$ cat src/rtl/tha_pkg.sv
// Shared types and codes for the typed handle table allocator.
// No dependencies; imported by the top level and the checker.
package tha_pkg;

    // Operation codes carried on the op port
    typedef enum logic [1:0] {
        OP_ALLOC   = 2'd0,
        OP_RELEASE = 2'd1,
        OP_GET     = 2'd2,
        OP_FIND    = 2'd3
    } op_t;

    // Sequencer states
    typedef enum logic [2:0] {
        S_IDLE,
        S_ALLOC,
        S_LOOKUP,
        S_CHECK,
        S_SCAN
    } state_t;

    localparam int HANDLE_W = 8;
    localparam int TYPE_W   = 3;
    localparam int CTRL_W   = 16;

    // One table entry as kept in the slot memory
    typedef struct packed {
        logic [TYPE_W-1:0]   stype;
        logic [HANDLE_W-1:0] sparent;
        logic [CTRL_W-1:0]   sctrl;
    } slot_t;

endpackage

$ cat src/rtl/typed_handle_table_allocator.sv
// Typed handle table: first-free allocate, release with one-level child sweep of windows,
// get by handle and find by parent and control id. Depends on tha_pkg.
// The table uses min(TABLE_ENTRIES,255) entries; each item gives one word.
// A window release shows its word first, then stays busy while the slot
// memory is swept one entry per cycle through one compare.
// Throughput is one item at a time; the receiver cannot stall the done strobe.
// Reset clears all valid bits at once; win_reg resets to 1.
module typed_handle_table_allocator
    import tha_pkg::*;
#(
    parameter int TABLE_ENTRIES = 128
)
(
    input  logic                clk,
    input  logic                rst_n,
    input  logic                start,
    output logic                busy,
    input  logic [1:0]          op,
    input  logic [HANDLE_W-1:0] handle,
    input  logic [TYPE_W-1:0]   entry_type,
    input  logic                any_type,
    input  logic [HANDLE_W-1:0] parent,
    input  logic [CTRL_W-1:0]   control_id,
    input  logic                cfg_we,
    input  logic [TYPE_W-1:0]   cfg_wdata,
    output logic                done,
    output logic                ok,
    output logic [HANDLE_W-1:0] handle_out,
    output logic [TYPE_W-1:0]   type_out,
    output logic [HANDLE_W-1:0] parent_out
);

    localparam int USABLE = (TABLE_ENTRIES < 255) ? TABLE_ENTRIES : 255;
    localparam int IDX_W  = $clog2(USABLE);
    localparam int CNT_W  = $clog2(USABLE + 1);
    localparam logic [CNT_W-1:0]    USABLE_C = CNT_W'(USABLE);
    localparam logic [IDX_W-1:0]    LAST_IDX = IDX_W'(USABLE - 1);
    localparam logic [HANDLE_W-1:0] USABLE_H = HANDLE_W'(USABLE);

    // Control state
    state_t              state_reg, state_next;
    logic [USABLE-1:0]   valid_reg, valid_next;
    logic [CNT_W-1:0]    scan_reg, scan_next;
    logic                pend_reg, pend_next;
    logic [TYPE_W-1:0]   win_reg;
    logic                done_reg, done_next;

    // Captured item and pipeline payload
    op_t                 op_reg, op_next;
    logic [HANDLE_W-1:0] handle_reg, handle_next;
    logic [TYPE_W-1:0]   etype_reg, etype_next;
    logic                any_reg, any_next;
    logic [HANDLE_W-1:0] key_reg, key_next;
    logic [CTRL_W-1:0]   ctrl_reg, ctrl_next;
    logic [IDX_W-1:0]    pidx_reg, pidx_next;
    logic                ok_reg, ok_next;
    logic [HANDLE_W-1:0] hout_reg, hout_next;
    logic [TYPE_W-1:0]   tout_reg, tout_next;
    logic [HANDLE_W-1:0] pout_reg, pout_next;

    // Slot memory
    slot_t               mem [USABLE];
    slot_t               rd_reg;
    slot_t               wr_data;
    logic                mem_we;
    logic [IDX_W-1:0]    rd_idx;

    logic                accept;
    logic [IDX_W-1:0]    sidx;
    logic [HANDLE_W-1:0] hm1;
    logic [IDX_W-1:0]    hidx;
    logic                in_range;
    logic                chk_hit;
    logic                is_window;
    logic                scan_match;
    logic                scan_last;

    assign accept    = start && (state_reg == S_IDLE);
    assign sidx      = scan_reg[IDX_W-1:0];
    assign hm1       = handle_reg - HANDLE_W'(1);
    assign hidx      = hm1[IDX_W-1:0];
    assign in_range  = (handle_reg != '0) && (handle_reg <= USABLE_H);
    assign chk_hit   = in_range && valid_reg[hidx]
                       && ((op_reg == OP_RELEASE) || any_reg || (rd_reg.stype == etype_reg));
    assign is_window = (rd_reg.stype == win_reg);
    assign scan_match = pend_reg && valid_reg[pidx_reg] && (rd_reg.sparent == key_reg)
                        && ((op_reg != OP_FIND) || (rd_reg.sctrl == ctrl_reg));
    assign scan_last = pend_reg && (pidx_reg == LAST_IDX);
    assign rd_idx    = (state_reg == S_LOOKUP) ? hidx : sidx;
    assign wr_data   = '{stype: etype_reg, sparent: key_reg, sctrl: ctrl_reg};

    // Next state
    always_comb
    begin
        state_next = state_reg;
        case (state_reg)
            S_IDLE:
            begin
                if (accept)
                begin
                    case (op_t'(op))
                        OP_ALLOC: state_next = S_ALLOC;
                        OP_FIND:  state_next = S_SCAN;
                        default:  state_next = S_LOOKUP;
                    endcase
                end
            end
            S_ALLOC:
            begin
                if (!valid_reg[sidx] || (sidx == LAST_IDX))
                    state_next = S_IDLE;
            end
            S_LOOKUP: state_next = S_CHECK;
            S_CHECK:
            begin
                if ((op_reg == OP_RELEASE) && chk_hit && is_window)
                    state_next = S_SCAN;
                else
                    state_next = S_IDLE;
            end
            S_SCAN:
            begin
                if (((op_reg == OP_FIND) && scan_match) || scan_last)
                    state_next = S_IDLE;
            end
            default: state_next = S_IDLE;
        endcase
    end

    // Datapath and result word
    always_comb
    begin
        valid_next  = valid_reg;
        scan_next   = scan_reg;
        pend_next   = 1'b0;
        pidx_next   = sidx;
        mem_we      = 1'b0;
        op_next     = op_reg;
        handle_next = handle_reg;
        etype_next  = etype_reg;
        any_next    = any_reg;
        key_next    = key_reg;
        ctrl_next   = ctrl_reg;
        done_next   = 1'b0;
        ok_next     = 1'b0;
        hout_next   = '0;
        tout_next   = '0;
        pout_next   = '0;
        case (state_reg)
            S_IDLE:
            begin
                // Capture the item
                if (accept)
                begin
                    op_next     = op_t'(op);
                    handle_next = handle;
                    etype_next  = entry_type;
                    any_next    = any_type;
                    key_next    = parent;
                    ctrl_next   = control_id;
                    scan_next   = '0;
                end
            end
            S_ALLOC:
            begin
                // Take the first free slot, else advance
                if (!valid_reg[sidx])
                begin
                    valid_next[sidx] = 1'b1;
                    mem_we    = 1'b1;
                    done_next = 1'b1;
                    ok_next   = 1'b1;
                    hout_next = HANDLE_W'(sidx) + HANDLE_W'(1);
                    tout_next = etype_reg;
                    pout_next = key_reg;
                end
                else if (sidx == LAST_IDX)
                begin
                    done_next = 1'b1;
                end
                else
                begin
                    scan_next = scan_reg + CNT_W'(1);
                end
            end
            S_LOOKUP:
            begin
                // Memory read of the addressed slot is in flight
            end
            S_CHECK:
            begin
                done_next = 1'b1;
                if (chk_hit)
                begin
                    ok_next   = 1'b1;
                    hout_next = handle_reg;
                    tout_next = rd_reg.stype;
                    pout_next = rd_reg.sparent;
                    if (op_reg == OP_RELEASE)
                    begin
                        valid_next[hidx] = 1'b0;
                        // Sweep children of a window
                        key_next  = handle_reg;
                        scan_next = '0;
                    end
                end
            end
            S_SCAN:
            begin
                // Issue the next read
                if (scan_reg < USABLE_C)
                begin
                    pend_next = 1'b1;
                    scan_next = scan_reg + CNT_W'(1);
                end
                // Compare the returned entry
                if (op_reg == OP_FIND)
                begin
                    if (scan_match)
                    begin
                        pend_next = 1'b0;
                        done_next = 1'b1;
                        ok_next   = 1'b1;
                        hout_next = HANDLE_W'(pidx_reg) + HANDLE_W'(1);
                        tout_next = rd_reg.stype;
                        pout_next = rd_reg.sparent;
                    end
                    else if (scan_last)
                    begin
                        done_next = 1'b1;
                    end
                end
                else if (scan_match)
                begin
                    valid_next[pidx_reg] = 1'b0;
                end
            end
            default:
            begin
            end
        endcase
    end

    // Control registers
    always_ff @(posedge clk or negedge rst_n)
    begin
        if (!rst_n)
        begin
            state_reg <= S_IDLE;
            valid_reg <= '0;
            scan_reg  <= '0;
            pend_reg  <= 1'b0;
            done_reg  <= 1'b0;
            win_reg   <= TYPE_W'(1);
        end
        else
        begin
            state_reg <= state_next;
            valid_reg <= valid_next;
            scan_reg  <= scan_next;
            pend_reg  <= pend_next;
            done_reg  <= done_next;
            if (cfg_we)
                win_reg <= cfg_wdata;
        end
    end

    // Payload registers
    always_ff @(posedge clk)
    begin
        op_reg     <= op_next;
        handle_reg <= handle_next;
        etype_reg  <= etype_next;
        any_reg    <= any_next;
        key_reg    <= key_next;
        ctrl_reg   <= ctrl_next;
        pidx_reg   <= pidx_next;
        ok_reg     <= ok_next;
        hout_reg   <= hout_next;
        tout_reg   <= tout_next;
        pout_reg   <= pout_next;
    end

    // Slot memory: one write, one registered read
    always_ff @(posedge clk)
    begin
        if (mem_we)
            mem[sidx] <= wr_data;
        rd_reg <= mem[rd_idx];
    end

    assign busy       = (state_reg != S_IDLE);
    assign done       = done_reg;
    assign ok         = ok_reg;
    assign handle_out = hout_reg;
    assign type_out   = tout_reg;
    assign parent_out = pout_reg;

endmodule

$ cat config.mk
export PLATFORM = sky130hd
export DESIGN_NAME = typed_handle_table_allocator
export DESIGN_NICKNAME = d
export VERILOG_FILES = /design/src/rtl/tha_pkg.sv /design/src/rtl/typed_handle_table_allocator.sv
export SDC_FILE = /design/constraint.sdc
export NUM_CORES = 2
export LEC_CHECK = 0
export BUFFER_PORTS_ARGS = -buffer_cell sky130_fd_sc_hd__buf_2
export CAP_MARGIN = 20
export CORE_ASPECT_RATIO = 0.75
export CORE_MARGIN = 1
export CORE_UTILIZATION = 43
export CTS_CLUSTER_DIAMETER = 30
export DETAILED_ROUTE_END_ITERATION = 16
export RECOVER_POWER = 25
export REMOVE_ABC_BUFFERS = 1
export SLEW_MARGIN = 10
export SYNTH_ARGS = -nofsm -noshare
export SYNTH_HDL_FRONTEND = slang
export SYNTH_SLANG_ARGS = --single-unit
$ cat constraint.sdc
create_clock -name clk -period 4.7 [get_ports clk]
set_input_delay 0 -clock clk [delete_from_list [all_inputs] [get_ports clk]]
set_output_delay 0 -clock clk [all_outputs]
set_load 0.05 [all_outputs]
# Yosys cells after proc, flatten, opt, wreduce, memory -nomap -nowiden

Memories as Yosys holds them, arrays and structs flattened. A register that Yosys moved wholly into a read port is not among the register bits.
Cells that the tools add are included.

Register bits after elaboration: 209
Bits in writable memories: 3456
Output and inout bits: 22
Word-level logic and storage cells: 161
Memories kept: 1

$add $sub $neg: 4
Order comparisons: 8
Eq/ne operators: 25
Multiplexer cells: 69
Bitwise operators: 5
Reductions and logical operators: 32

Memory list:

| memory | depth | width | read ports | clocked after memory_dff | wr ports | RTL line                           | RTL |
|---|---|---|---|---|---|---|---|
| mem    | 128   | 27    | 1          | 1                        | 1        | typed_handle_table_allocator.sv:62 | `slot_t mem [USABLE];` |

Operators with widths:

| kind                | number |
|---|---|
| $mux 128            | 5 |
| $pmux 128 s3        | 1 |
| $and 128x128->128   | 2 |
| $not 128->128       | 2 |
| $mux 8              | 17 |
| $or 128x128->128    | 1 |
| $pmux 8 s3          | 2 |
| $pmux 8 s4          | 1 |
| $lt 7x8->1 const B  | 3 |
| $mux 3              | 8 |
| $ne 2x2->1 const B  | 12 |
| $mux 1              | 22 |
| $bmux 1 s7          | 3 |
| $demux 1 s7         | 3 |
| $ge 7x1->1 const B  | 3 |
| $add 7x1->8 const B | 2 |
| $eq 16x16->1        | 1 |
| $pmux 8 s2          | 1 |
| $pmux 3 s5          | 1 |
| $eq 7x7->1 const B  | 2 |
| $logic_and 1x1->1   | 14 |
| $pmux 3 s3          | 1 |
| $add 8x1->8 const B | 1 |
| $eq 8x8->1          | 1 |
| 25 further kinds    | 34 |

# Logic depth before layout (Yosys ltp)

Word-level depth: 10
Mapped depth: 17
Mapped depth without buffers: 10

# Worst setup path before layout

No wires, ideal clock.

Path kind: reg-to-reg
Start point: register scan_reg[0]
End point: memory mem[104][0] (netlist bit), enable pin
Data arrival time: 4.495 ns
Required time: 4.255 ns
Slack: -0.240 ns
Cell stages (with the launch flop): 13
Path buffers: 4
Cell sequence: dfrtp_1 -> buf_2 -> buf_2 -> mux4_2 -> and2_1 -> o31ai_1 -> a31oi_1 -> o32a_1 -> a21oi_1 -> buf_2 -> nand2_1 -> buf_2 -> nor3_1

Cells in the longest elaborated chain, start to end: 6

Ends and longest elaborated chain:

| what                         | RTL line                            | RTL |
|---|---|---|
| start: declaration           | typed_handle_table_allocator.sv:43  | `logic [CNT_W-1:0] scan_reg, scan_next;` |
| start signal: assignment     | typed_handle_table_allocator.sv:260 | `scan_reg <= scan_next;` |
| $bmux 1 s7                   | typed_handle_table_allocator.sv:167 | `if (!valid_reg[sidx])` |
| $mux 1 (not written as such) | typed_handle_table_allocator.sv:167 |  |
| $mux 1                       | typed_handle_table_allocator.sv:167 |  |
| $mux 1                       | typed_handle_table_allocator.sv:149 | `case (state_reg)` |
| $mux 1                       | typed_handle_table_allocator.sv:287 | `if (mem_we)` |
| $mux 1 (not written as such) | typed_handle_table_allocator.sv:288 | `mem[sidx] <= wr_data;` |
| end: declaration             | typed_handle_table_allocator.sv:62  |  |

Parallel ways exist; a longest one is shown, timed or not. The select of a mux whose other input is x is not followed.

# Worst setup path in the final report

Start point: register scan_reg[2]
End point: memory mem[95][18] (netlist bit), enable pin

The elaborated chain is that of the path after synthesis.

==> impl_metrics.yaml <==
run_status:
  outcome: "finished with violations"
  violations: "max-capacitance violations, max-slew violations, negative setup slack"
global_routing:
  met2_track_utilization_from_global_routing_pct: 36.2
  layer_with_the_highest_usage_after_global_routing: "met1"
  global_route_wire_length_before_repair_um: 610000
  grt_overflow_total: 0
  first_global_vias: 77800
  gr-usage-all-layers_pct: 25.1
  grt_use_met3_pct: 6.97
  grt_max_degree: 98
  grt_antenna_before_repair: 28
  met1_track_demand_over_resource_in_global_routing_pct: 36.5
floorplan:
  io-pin-count: 67
  placeableCoreArea_um2: 339000
  start_util_pct: 43.3
  floorplan.die.height_um: 508
  core.rowCount: 185
  die_x_um: 677
  die_area_um2: 344000
worst_setup_path:
  worstReg2RegStart: "scan_reg[2]$_DFFE_PN0P_"
  worstPathArrival_ps: 5330
  worst_setup_path_startpoint: "scan_reg[2]$_DFFE_PN0P_"
  cp.required_ps: 5270
  cp_max_fanout: 27
  setup_crit_start_kind: "register"
  critical_path_sink_type: "register"
  critical_path_class: "reg2reg"
layout:
  stdcell_count: 12800
  share_of_post_route_cells_with_drive_strength_above_1_pct: 31.0
  fin_util_pct: 52.4
  flow.area_growth_from_synthesis_pct: 21.0
  postLayoutCellArea_um2: 178000
  design.final.nets: 7906
  largest_register_ffs: 3456
  fillers: 26100
flow_run:
  maxCapViolCount: 31
sta:
  setup_ws_ps: -58.0
  grt_setup_unrepaired: "no"
  whs_ps: 74.4
  tightest_slew_ps: 3770
  final_min_period_over_clock_period_pct: 101
  setup_viol: 32
  timing.final.max_slew_violations: 1646
  final.min_clock_period_ps: 4760
  setup_total_negative_slack_ps: -789
  max_freq_ghz: 0.210
  fin_worst_skew_ps: 52.0
  hold_viol_final: 0
  timing.max_slew.rel_slack_pct: -151
yosys:
  post_synthesis_instance_area_um2: 147000
  synth_sequential_area_ratio_pct: 74.7
  synthesis.instances: 7002
  synth.top_cells.by_area: "sky130_fd_sc_hd__edfxtp_1 (71%), sky130_fd_sc_hd__mux4_2 (14%), sky130_fd_sc_hd__mux2i_1 (4.9%), sky130_fd_sc_hd__dfrtp_1 (2.4%), sky130_fd_sc_hd__o22ai_1 (1.1%)"
  synth_top_area_cell: "sky130_fd_sc_hd__edfxtp_1"
  synth_ff_type: "sky130_fd_sc_hd__edfxtp_1"
  synthDistinctLibCells: 77
  share_of_flip_flops_with_an_asynchronous_set_or_reset_pct: 3.90
  post-synth-top-count-cell: "sky130_fd_sc_hd__edfxtp_1"
  synth_largest_type_area_fraction_pct: 71.5
  yosys_register_bits: 3692
  yosys_warnings: 0
  most_instantiated_cells_after_synthesis: "sky130_fd_sc_hd__edfxtp_1 (3494), sky130_fd_sc_hd__mux4_2 (918), sky130_fd_sc_hd__mux2i_1 (715)"
  postSynthAreaPerCell_um2: 21.0
  synth_enable_flop_cells: 3494
routing:
  detailedRoute.firstIterationViolations: 10600
  dr.pass1.iters: 6
  dr_total_vias: 78700
  drt_drc_violations_left: 0
  routed_wirelength_um: 436000
  vias_per_cell: 6.15
  route.antenna.remaining_nets: 0
  routedWlPerCell_um: 34.0
pwr:
  power_frac_comb_pct: 32.9
  ir_drop_mv: 0.535
  power_switching_share_pct: 34.2
  clock_power_share_pct: 33.8
  p_sw_mw: 41.9
  power_density_nw_per_um2: 688
  seq_power_share_pct: 33.3
  static-leakage-power_nw: 57.7
  cell_internal_pwr_mw: 80.4
placement:
  placedCellCount: 11700
  place_area_um2: 158000
  port_buffers: 66
  place.gp.congestion: 0.989
  detailed_place_hpwl_um: 265000
clock_tree:
  clock_tree.root_cell: "sky130_fd_sc_hd__clkbuf_16"
  clock_latency_ps: 930
  worst_setup_hold_path_clk_slew_ps: 50
  ctsLongestPathBuffers: 4
  tritoncts: "built"
  cts.htree.levels: 6
  cts_setup_buffers: 0
  cts_num_sinks: 3692
  numCtsBuffers: 565
hold_path:
  hp-class: "in2reg"
  holdCritStartpoint: "start"
[worst max-delay path, cell delays in order, from the launching register on]
cell and delay (ps):
sky130_fd_sc_hd__dfrtp_2 740, sky130_fd_sc_hd__buf_12 270, sky130_fd_sc_hd__nand2b_2 270, sky130_fd_sc_hd__o22ai_1 210
sky130_fd_sc_hd__o32ai_1 410, sky130_fd_sc_hd__and4b_1 320, sky130_fd_sc_hd__nor3_1 70, sky130_fd_sc_hd__buf_4 170
sky130_fd_sc_hd__a21oi_4 300, sky130_fd_sc_hd__buf_4 410, sky130_fd_sc_hd__nand2_1 580, sky130_fd_sc_hd__nor2_4 310
sky130_fd_sc_hd__buf_12 260
[worst paths after layout]
check,to,slack [ps],cells past startpoint
worst min-delay path,state_reg[0]$_DFFE_PN0P_,70,4
max in group asynchronous,scan_reg[1]$_DFFE_PN0P_,990,4
worst max register to register,mem[95][18]$_DFFE_PP_,-60,12
worst min register to register,pend_reg$_DFF_PN0_,560,1
worst max-delay path,mem[95][18]$_DFFE_PP_,-60,12
min in group asynchronous,win_reg[0]$_DFFE_PN1P_,740,3
[logic make-up (layout without fill, tap and decap cells)]
logic type | count (synthesis) | after routing | share of synthesized area (%)
compound gates | 660 | 660 | 2.92
simple gates | 489 | 489 | 1.62
xor+xnor | 43 | 43 | 0.269
buf+inv | 459 | 1760 | 1.37
mux | 1654 | 1654 | 19.1
other cells | 0 | 7 | 0
flops | 3692 | 3692 | 74.7
fa+ha+maj | 5 | 5 | 0.0426
[power by group through the flow]
stage | combinational, mW | sequential (mW) | clock, mW
2_1_floorplan | 13.0 | 42.9 | 0
3_3_place_gp | 39.3 | 41.1 | 0
3_5_place_dp | 39.8 | 41.1 | 0
4_1_cts | 39.9 | 40.5 | 41.8
5_1_grt | 41.6 | 40.7 | 43.2
6_report | 40.2 | 40.7 | 41.3
[cells in the final DEF (no fill, tap or decap), drive strengths merged, types with 82 or more instances in the layout]
master  netlist  layout
edfxtp     3494    3494
mux4        918     918
clkbuf      169     739
mux2i       715     715
buf         271     562
o22ai       263     263
clkinv        0     188
dfrtp       143     143
a21oi       140     140
nand2       127     127
nor3        126     126
inv          19      93
a31oi        82      82
[routing by layer]
layer	part of all wire, %	up-vias
li1	-	31600
met1	41	41800
met2	44	4510
met3	11	806
met4	4.0	10
met5	0.031	-
[per-stage QoR]
step | power, mW | setup slack [ps]
after floorplan | 55.9 | -77340
after global placement | 80.5 | 2.24
after detailed placement | 80.9 | 1.63
after CTS | 122 | 204
after global routing | 125 | 0.0777
final | 122 | -58.0
[cell type report]
cell class                 instances  area, µm²  area share, %
multi-input combinational       2851      36000           20.2
sequential                      3692     110000           61.7
clock inverter                   359       3910           2.20
timing repair buffer             727       7590           4.27
antenna                            7       17.5        0.00986
inverter                          19       71.3         0.0401
tap                             4488       5620           3.16
clock buffer                     655      14900           8.38
[repair_timing]
| action | CTS | global route |
|---|---|---|
| hold endpoints to repair | 167 | 0 |
| setup endpoints to repair | 1 | 0 |
| gates resized for setup | 1 | 0 |
| hold buffers | 82 | 0 |
(Power assumes the default switching activity.)
